**src/atsc_pkg.sv**
```systemverilog
`default_nettype none

package atsc_pkg;

    localparam int unsigned CFG_IDX_W = 3;

    localparam logic [CFG_IDX_W-1:0] CFG_INITIAL_STEP      = 3'd0;
    localparam logic [CFG_IDX_W-1:0] CFG_MAX_NORM_LIMIT    = 3'd1;
    localparam logic [CFG_IDX_W-1:0] CFG_H_NORM_LIMIT      = 3'd2;
    localparam logic [CFG_IDX_W-1:0] CFG_SNAPSHOT_INTERVAL = 3'd3;
    localparam logic [CFG_IDX_W-1:0] CFG_ITERATION_LIMIT   = 3'd4;

    localparam logic [63:0] STEP_RESET = 64'd4294967;
    localparam logic [63:0] ALL_ONES   = '1;

    // byte-serial divide by three: 8 bytes per step value
    localparam int unsigned DIV_STEPS = 8;
    // bit-serial remainder over the 64-bit overshoot
    localparam int unsigned MOD_STEPS = 64;

    typedef struct packed {
        logic [31:0] h_norm_update;
        logic [31:0] max_norm_update;
        logic [15:0] solver_iterations;
    } report_t;

    typedef struct packed {
        logic [63:0] current_time;
        logic [63:0] next_step;
        logic        snapshot_now;
    } result_t;

    typedef enum logic [1:0] {
        ADAPT_KEEP,
        ADAPT_SHRINK,
        ADAPT_GROW
    } adapt_t;

    typedef struct packed {
        logic load_report;
        logic add_time;
        logic step_grow;
        logic div_start;
        logic div_step;
        logic div_last;
        logic snap_eval;
        logic mark_sat;
        logic mod_start;
        logic mod_step;
        logic mark_update;
        logic load_result;
    } dp_cmd_t;

    typedef struct packed {
        adapt_t adapt;
        logic   snap;
        logic   interval_zero;
    } dp_status_t;

endpackage

`default_nettype wire

```
**src/atsc_dp.sv**
```systemverilog
`default_nettype none

module atsc_dp
    import atsc_pkg::*;
(
    input  wire logic                 clk,
    input  wire logic                 rst_n,
    input  wire dp_cmd_t              cmd,
    output dp_status_t                status,
    input  wire report_t              report,
    input  wire logic                 cfg_write,
    input  wire logic [CFG_IDX_W-1:0] cfg_index,
    input  wire logic [63:0]          cfg_data,
    output result_t                   result
);

    // configuration and architectural state
    logic [31:0] max_lim_reg, max_lim_next;
    logic [31:0] h_lim_reg, h_lim_next;
    logic [63:0] interval_reg, interval_next;
    logic [15:0] iter_lim_reg, iter_lim_next;
    logic [63:0] elapsed_reg, elapsed_next;
    logic [63:0] step_reg, step_next;
    logic [63:0] mark_reg, mark_next;

    // working registers
    report_t     report_reg, report_next;
    logic        snap_reg, snap_next;
    logic [63:0] div_src_reg, div_src_next;
    logic [63:0] div_q_reg, div_q_next;
    logic [1:0]  div_rem_reg, div_rem_next;
    logic [63:0] mod_dvd_reg, mod_dvd_next;
    logic [63:0] mod_rem_reg, mod_rem_next;
    result_t     result_reg, result_next;

    logic [64:0] time_sum;
    logic [65:0] triple;
    logic [63:0] triple_sat;
    logic [9:0]  div_v;
    logic [20:0] div_prod;
    logic [7:0]  div_qb;
    logic [9:0]  div_rb;
    logic [63:0] div_q_new;
    logic [64:0] mod_shift;
    logic [64:0] mod_diff;
    logic [63:0] mark_base;
    logic [64:0] mark_sum;
    logic [35:0] h_x9;
    logic [35:0] m_x9;
    logic        adapt_en;

    // status
    always_comb
    begin
        adapt_en = (max_lim_reg != '0) && (h_lim_reg != '0)
                && (report_reg.h_norm_update != '0) && (report_reg.max_norm_update != '0);
        h_x9 = {1'b0, report_reg.h_norm_update, 3'b000}
             + {4'b0000, report_reg.h_norm_update};
        m_x9 = {1'b0, report_reg.max_norm_update, 3'b000}
             + {4'b0000, report_reg.max_norm_update};
        status.adapt = ADAPT_KEEP;
        if (adapt_en)
        begin
            if ((iter_lim_reg != '0) && (report_reg.solver_iterations >= iter_lim_reg))
                status.adapt = ADAPT_SHRINK;
            else if ((report_reg.h_norm_update > h_lim_reg)
                  || (report_reg.max_norm_update > max_lim_reg))
                status.adapt = ADAPT_SHRINK;
            else if ((h_x9 < {4'b0000, h_lim_reg}) && (m_x9 < {4'b0000, max_lim_reg}))
                status.adapt = ADAPT_GROW;
        end
        status.snap          = elapsed_reg > mark_reg;
        status.interval_zero = interval_reg == '0;
    end

    // arithmetic
    always_comb
    begin
        time_sum   = {1'b0, elapsed_reg} + {1'b0, step_reg};
        triple     = {2'b00, step_reg} + {1'b0, step_reg, 1'b0};
        triple_sat = (triple[65:64] != 2'b00) ? ALL_ONES : triple[63:0];

        // 683/2048 is within 1/6144 of one third: exact floor for values under 1024
        div_v     = {div_rem_reg, div_src_reg[63:56]};
        div_prod  = {11'd0, div_v} * 21'd683;
        div_qb    = div_prod[18:11];
        div_rb    = div_v - {1'b0, div_qb, 1'b0} - {2'b00, div_qb};
        div_q_new = {div_q_reg[55:0], div_qb};

        mod_shift = {mod_rem_reg, mod_dvd_reg[63]};
        mod_diff  = mod_shift - {1'b0, interval_reg};

        // new mark = time - ((time - mark) mod interval) + interval
        mark_base = elapsed_reg - mod_rem_reg;
        mark_sum  = {1'b0, mark_base} + {1'b0, interval_reg};
    end

    always_comb
    begin
        max_lim_next  = max_lim_reg;
        h_lim_next    = h_lim_reg;
        interval_next = interval_reg;
        iter_lim_next = iter_lim_reg;
        elapsed_next  = elapsed_reg;
        step_next     = step_reg;
        mark_next     = mark_reg;

        if (cfg_write)
        begin
            unique case (cfg_index)
                CFG_INITIAL_STEP:
                    step_next = (cfg_data == '0) ? 64'd1 : cfg_data;
                CFG_MAX_NORM_LIMIT:
                    max_lim_next = cfg_data[31:0];
                CFG_H_NORM_LIMIT:
                    h_lim_next = cfg_data[31:0];
                CFG_SNAPSHOT_INTERVAL:
                begin
                    interval_next = cfg_data;
                    mark_next     = (cfg_data == '0) ? ALL_ONES : '0;
                end
                CFG_ITERATION_LIMIT:
                    iter_lim_next = cfg_data[15:0];
                default:
                    ;
            endcase
        end

        if (cmd.add_time)
            elapsed_next = time_sum[64] ? ALL_ONES : time_sum[63:0];
        if (cmd.step_grow)
            step_next = triple_sat;
        if (cmd.div_last)
            step_next = (div_q_new == '0) ? 64'd1 : div_q_new;
        if (cmd.mark_sat)
            mark_next = ALL_ONES;
        if (cmd.mark_update)
            mark_next = mark_sum[64] ? ALL_ONES : mark_sum[63:0];
    end

    always_comb
    begin
        report_next  = report_reg;
        snap_next    = snap_reg;
        div_src_next = div_src_reg;
        div_q_next   = div_q_reg;
        div_rem_next = div_rem_reg;
        mod_dvd_next = mod_dvd_reg;
        mod_rem_next = mod_rem_reg;
        result_next  = result_reg;

        if (cmd.load_report)
            report_next = report;
        if (cmd.snap_eval)
            snap_next = status.snap;
        if (cmd.div_start)
        begin
            div_src_next = step_reg;
            div_q_next   = '0;
            div_rem_next = '0;
        end
        if (cmd.div_step)
        begin
            div_src_next = {div_src_reg[55:0], 8'h00};
            div_q_next   = div_q_new;
            div_rem_next = div_rb[1:0];
        end
        if (cmd.mod_start)
        begin
            mod_dvd_next = elapsed_reg - mark_reg;
            mod_rem_next = '0;
        end
        if (cmd.mod_step)
        begin
            mod_dvd_next = {mod_dvd_reg[62:0], 1'b0};
            mod_rem_next = mod_diff[64] ? mod_shift[63:0] : mod_diff[63:0];
        end
        if (cmd.load_result)
        begin
            result_next.current_time = elapsed_reg;
            result_next.next_step    = step_reg;
            result_next.snapshot_now = snap_reg;
        end
    end

    always_ff @(posedge clk or negedge rst_n)
    begin
        if (!rst_n)
        begin
            max_lim_reg  <= '0;
            h_lim_reg    <= '0;
            interval_reg <= '0;
            iter_lim_reg <= '0;
            elapsed_reg  <= '0;
            step_reg     <= STEP_RESET;
            mark_reg     <= ALL_ONES;
        end
        else
        begin
            max_lim_reg  <= max_lim_next;
            h_lim_reg    <= h_lim_next;
            interval_reg <= interval_next;
            iter_lim_reg <= iter_lim_next;
            elapsed_reg  <= elapsed_next;
            step_reg     <= step_next;
            mark_reg     <= mark_next;
        end
    end

    always_ff @(posedge clk)
    begin
        report_reg  <= report_next;
        snap_reg    <= snap_next;
        div_src_reg <= div_src_next;
        div_q_reg   <= div_q_next;
        div_rem_reg <= div_rem_next;
        mod_dvd_reg <= mod_dvd_next;
        mod_rem_reg <= mod_rem_next;
        result_reg  <= result_next;
    end

    assign result = result_reg;

endmodule

`default_nettype wire

```
**src/atsc_ctrl.sv**
```systemverilog
`default_nettype none

module atsc_ctrl
    import atsc_pkg::*;
(
    input  wire logic       clk,
    input  wire logic       rst_n,
    input  wire logic       report_valid,
    output logic            report_stall,
    output logic            result_valid,
    input  wire logic       result_stall,
    input  wire dp_status_t status,
    output dp_cmd_t         cmd
);

    typedef enum logic [2:0] {
        ST_IDLE,
        ST_TIME,
        ST_ADAPT,
        ST_DIV,
        ST_SNAP,
        ST_MOD,
        ST_MARK,
        ST_DONE
    } state_t;

    localparam int unsigned CNT_W = $clog2(MOD_STEPS);

    state_t           state_reg, state_next;
    logic [CNT_W-1:0] cnt_reg, cnt_next;
    logic             result_valid_reg, result_valid_next;
    logic             out_free;

    assign out_free     = !result_valid_reg || !result_stall;
    assign report_stall = state_reg != ST_IDLE;
    assign result_valid = result_valid_reg;

    always_comb
    begin
        state_next        = state_reg;
        cnt_next          = cnt_reg;
        result_valid_next = result_valid_reg && result_stall;
        cmd               = '0;

        unique case (state_reg)
            ST_IDLE:
            begin
                if (report_valid)
                begin
                    cmd.load_report = 1'b1;
                    state_next      = ST_TIME;
                end
            end
            ST_TIME:
            begin
                cmd.add_time = 1'b1;
                state_next   = ST_ADAPT;
            end
            ST_ADAPT:
            begin
                cnt_next = '0;
                unique case (status.adapt)
                    ADAPT_SHRINK:
                    begin
                        cmd.div_start = 1'b1;
                        state_next    = ST_DIV;
                    end
                    ADAPT_GROW:
                    begin
                        cmd.step_grow = 1'b1;
                        state_next    = ST_SNAP;
                    end
                    default:
                        state_next = ST_SNAP;
                endcase
            end
            ST_DIV:
            begin
                cmd.div_step = 1'b1;
                cnt_next     = cnt_reg + CNT_W'(1);
                if (cnt_reg == CNT_W'(DIV_STEPS - 1))
                begin
                    cmd.div_last = 1'b1;
                    state_next   = ST_SNAP;
                end
            end
            ST_SNAP:
            begin
                cmd.snap_eval = 1'b1;
                cnt_next      = '0;
                if (status.snap && status.interval_zero)
                begin
                    cmd.mark_sat = 1'b1;
                    state_next   = ST_DONE;
                end
                else if (status.snap)
                begin
                    cmd.mod_start = 1'b1;
                    state_next    = ST_MOD;
                end
                else
                    state_next = ST_DONE;
            end
            ST_MOD:
            begin
                cmd.mod_step = 1'b1;
                cnt_next     = cnt_reg + CNT_W'(1);
                if (cnt_reg == CNT_W'(MOD_STEPS - 1))
                    state_next = ST_MARK;
            end
            ST_MARK:
            begin
                cmd.mark_update = 1'b1;
                state_next      = ST_DONE;
            end
            ST_DONE:
            begin
                if (out_free)
                begin
                    cmd.load_result   = 1'b1;
                    result_valid_next = 1'b1;
                    state_next        = ST_IDLE;
                end
            end
            default:
                state_next = ST_IDLE;
        endcase
    end

    always_ff @(posedge clk or negedge rst_n)
    begin
        if (!rst_n)
        begin
            state_reg        <= ST_IDLE;
            cnt_reg          <= '0;
            result_valid_reg <= 1'b0;
        end
        else
        begin
            state_reg        <= state_next;
            cnt_reg          <= cnt_next;
            result_valid_reg <= result_valid_next;
        end
    end

endmodule

`default_nettype wire

```
**src/adaptive_time_step_controller.sv**
```systemverilog
`default_nettype none

// Adaptive time-step controller. Each report of a finished solver step adds the
// current step to the Q32.32 elapsed time (saturating), shrinks the step by three
// or grows it by three from the norms and iteration count, and flags a snapshot
// when the time passes the due mark. After a report transfer the input stays
// stalled until the result is loaded: time add, adapt, a byte-serial divide by
// three on a shrink, snapshot check, and for a due snapshot with a nonzero
// interval a bit-serial remainder of the overshoot by the interval, then the
// mark update; a stalled result adds its stall time only once a second result
// is ready. Configuration writes are taken every cycle (cfg_ready is tied high);
// the user must keep them to idle time, the block does not enforce it; writing
// initial_step reloads the step, writing snapshot_interval rearms the mark.

module adaptive_time_step_controller
    import atsc_pkg::*;
(
    input  wire logic                 clk,
    input  wire logic                 rst_n,
    input  wire logic                 report_valid,
    output logic                      report_stall,
    input  wire report_t              report,
    output logic                      result_valid,
    input  wire logic                 result_stall,
    output result_t                   result,
    input  wire logic                 cfg_valid,
    output logic                      cfg_ready,
    input  wire logic [CFG_IDX_W-1:0] cfg_index,
    input  wire logic [63:0]          cfg_data
);

    dp_cmd_t    cmd;
    dp_status_t status;

    assign cfg_ready = 1'b1;

    atsc_ctrl u_ctrl (
        .clk          (clk),
        .rst_n        (rst_n),
        .report_valid (report_valid),
        .report_stall (report_stall),
        .result_valid (result_valid),
        .result_stall (result_stall),
        .status       (status),
        .cmd          (cmd)
    );

    atsc_dp u_dp (
        .clk       (clk),
        .rst_n     (rst_n),
        .cmd       (cmd),
        .status    (status),
        .report    (report),
        .cfg_write (cfg_valid && cfg_ready),
        .cfg_index (cfg_index),
        .cfg_data  (cfg_data),
        .result    (result)
    );

endmodule

`default_nettype wire

```
**config.mk**
```make
export PLATFORM = sky130hd
export DESIGN_NAME = adaptive_time_step_controller
export DESIGN_NICKNAME = d
export VERILOG_FILES = /design/src/atsc_pkg.sv /design/src/atsc_dp.sv /design/src/atsc_ctrl.sv /design/src/adaptive_time_step_controller.sv
export SDC_FILE = /design/constraint.sdc
export NUM_CORES = 2
export LEC_CHECK = 0
export BUFFER_PORTS_ARGS = -buffer_cell sky130_fd_sc_hd__buf_2
export CORE_MARGIN = 1
export CORE_UTILIZATION = 40
export CTS_CLUSTER_SIZE = 28
export DETAILED_ROUTE_END_ITERATION = 10
export PLACE_DENSITY = 0.6
export SYNTH_ARGS = -nofsm -noshare
export SYNTH_HDL_FRONTEND = slang
export SYNTH_HIERARCHICAL = 1
export SYNTH_SLANG_ARGS = --single-unit
```
**constraint.sdc**
```tcl
create_clock -name clk -period 15.08 [get_ports clk]
set_clock_uncertainty 0.2 [all_clocks]
set_input_delay 3.77 -clock clk [delete_from_list [all_inputs] [get_ports clk]]
set_output_delay 3.77 -clock clk [all_outputs]
set_load 0.005 [all_outputs]
```
==> summary.txt <==
Status
  – Status: completed

Pwr
  – Leakage: 28.5 nW
  – Pwr dens: 279 nW/um^2
  – Peak VDD IR: 0.225 mV

GRT
  – Grt ovf: 0
  – Total global-route track usage: 27.3%
  – Vias in the first global route: 50,494
  – Pin count of the biggest net entering global routing: 113
  – First-pass GRT wire length: 325,000 microns
  – Initial antenna violation count: 11

Synthesis
  – Area leader, netlist: edfxtp_1
  – Top_reg_cell synth: edfxtp_1
  – #FFs+latches synth: 806
  – Post-synth EDFFs: 451
  – Synth Cell Area: 61,900 sq um
  – Synth area leaders: edfxtp_1 (22%), ha_1 (13%), dfrtp_1 (11%)
  – Post-synthesis sequential area ratio: 36.3%
  – Syn. warnings: 6
  – Avg Inst Size Synth: 9.34 sq um
  – Distinct cells, synth: 122
  – Async SR Flop Fraction: 42.9%
  – Syn Nets: 7,455
  – Synth cell count leaders: ha_1 (651), a21oi_1 (543), nand2_1 (482)
  – Gate count after technology mapping: 6,623
  – Synth top area share: 21.9%
  – Most numerous cell in the Yosys netlist: ha_1

Drt
  – Via density per instance: 5.95
  – WL final: 219,000 microns
  – Vias post-DR: 52,883
  – DRC violations left: 0
  – Final ANT Viol Nets: 0
  – Routed length per placed instance: 24.7 microns
  – Initial DRC count: 4,289
  – Pre-antenna DRT Iters: 6

Floorplan
  – Chip height: 395 microns
  – Die span in x: 395 microns
  – Initial Util: 40.5%
  – Die ar.: 156,000 sq um
  – Core area: 153,000 sq um
  – Row cnt: 143
  – IO Count: 284

Worst setup path
  – Type of the worst setup path: register to register
  – CP Max Fanout: 36
  – WP data required: 15.49 ns
  – Most frequent CP cell: buf_4
  – CP max stage cell: a311oi_1
  – Slowest stage delay, CP: 0.70 ns
  – Crit. End Element: register
  – FF-to-FF End: u_dp/step_reg[1]
  – Reg2reg start: u_dp/report_reg[51]
  – Worst R2R Path Depth: 35
  – Start point of the critical path: u_dp/report_reg[51]
  – Arr. time, crit path: 10.01 ns
  – Reg-to-reg slack, setup: 5.48 ns
  – Startpoint types: register

Layout
  – Area delta synth->final: 10.6%
  – Finished Layout Cells: 8,888
  – Final Core Density: 44.8%
  – Antenna cells: 0
  – Final instance area: 68,500 sq um
  – Layout cells sized above 1: 11.1%
  – Flip-flop count of the largest register after layout: 129
  – Fin nets: 7,604

Timing
  – Fmax: 0.104 GHz
  – Period utilisation layout: 63.7%
  – # setup viols final: 0
  – Final worst path period need: 9.60 ns
  – RSZ-0062 raised after global routing: no
  – Max-slew violations: 0
  – Setup TNS: 0 ns
  – Slew Limit Headroom: 26.2%
  – Worst Tran Pin Value: 1.10 ns
  – Final hold vios: 0

Clock tree
  – Worst-skew pair later-pin latency: 0.73 ns
  – Post_cts resized: 0
  – CTS tree: built
  – Longest Clk Path Bufs: 3
  – # hold bufs at CTS: 0
  – Clk Tree Root Cell: clkbuf_16
  – Setup Fix Bufs, Post-CTS: 0
  – Total CTS buffers: 98
  – Clock-pin transition on the worst setup and hold timing paths: 0.06 ns
  – Clock sink total: 806
  – H-tree level count: 3

Flow run
  – Max Cap Viol: 0

Worst hold path
  – Worst Hold Path Cells: 0
  – Hold_sp: u_dp/snap_reg
  – Type of the tightest min-delay check: register to register
  – Worst hold endpoint: u_dp/result[0]

Placed design
  – Post-DP HPWL: 170,000 microns
  – Gpl congestion: 0.975
  – Placed cell area: 65,100 sq um
  – Placed Instances: 8,702
  – Number of I/O port buffers: 282
## stage by stage
| step | worst slack, ns | total power, mW | hold slack (ns) |
|---|---|---|---|
| after CTS | 5.66 | 19.1 | 0.231 |
| after global placement | 6.00 | 16.4 | 0.209 |
| after global routing | 4.98 | 20.6 | 0.255 |
| after detailed placement | 5.68 | 16.5 | 0.206 |
| after floorplan | 4.38 | 13.3 | 0.200 |
| final | 5.48 | 19.1 | 0.225 |
## power breakdown
group | leakage, nW | switching [mW] | total (mW) | internal (mW)
Clock | 1.64 | 1.05 | 2.47 | 1.43
Sequential | 8.09 | 0.781 | 4.08 | 3.30
Combinational | 18.7 | 7.46 | 12.6 | 5.12
Total | 28.5 | 9.28 | 19.1 | 9.84
## placed cells by master, fill, tap and decap left out, types with 72 or more instances in the layout
master | netlist | layout
xnor2_1 | 266 | 266
ha_1 | 651 | 651
inv_1 | 463 | 463
nor2b_1 | 73 | 72
nor2_1 | 403 | 397
a21o_1 | 297 | 297
nand2_1 | 482 | 480
clkbuf_16 | 0 | 107
o21ai_0 | 437 | 437
nor4_1 | 101 | 101
xor2_1 | 151 | 151
a22o_1 | 112 | 112
mux2i_1 | 79 | 79
nand3_1 | 163 | 162
dfrtp_1 | 272 | 272
edfxtp_1 | 451 | 451
a21oi_1 | 543 | 542
o21bai_1 | 76 | 76
buf_2 | 20 | 281
dfstp_2 | 74 | 74
nand4_1 | 132 | 132
o21a_1 | 72 | 72
and2_1 | 86 | 86
## logic make-up after synthesis
kind of cell / after synthesis / share of synthesized area (%)
xor gates and xnor gates: 419 / 5.99
muxes: 150 / 2.58
AOI/OAI and AO/OA: 2100 / 22.6
adders and majority gates: 680 / 14.1
other: 1 / 0.00606
buffers and inverters: 749 / 4.84
and+or+nand+nor: 1718 / 13.6
DFF: 806 / 36.3
## worst max path at each step
stage,endpoint,slack [ns],cells past startpoint
after floorplan,u_dp/result[0],4.38,1
after global placement,u_dp/step_reg[60],6.00,35
after detailed placement,u_dp/step_reg[60],5.68,35
after CTS,u_dp/step_reg[1],5.66,35
after global routing,u_dp/step_reg[1],4.98,35
final,u_dp/step_reg[1],5.48,35
## metal layers
layer | track usage, % | up-vias | wire [microns]
met5 | 0 | - | 60
met4 | 10.1 | 8 | 9090
met3 | 4.89 | 396 | 15200
met2 | 44.0 | 1905 | 99900
met1 | 36.4 | 25764 | 95100
li1 | - | 24810 | -
## area by class of cell
class,count,area (sq um)
multi-input cells,5068,36500
well taps,2030,2540
inverters,464,1740
clock buffers,144,2920
flip-flops and latches,806,22500
clock inverters,42,439
repair buffers,334,1810
fillers,14874,84300
## worst max-delay path: cells and delay by family, from the launching register on
family | cells | cell delay (ns)
xor+xnor | 1 | 0.15
flops | 1 | 0.41
fa+ha+maj | 3 | 0.88
simple gates | 5 | 1.01
compound gates | 22 | 5.42
buf+inv | 4 | 1.32
Note: power is estimated with default switching activity, not from simulation.
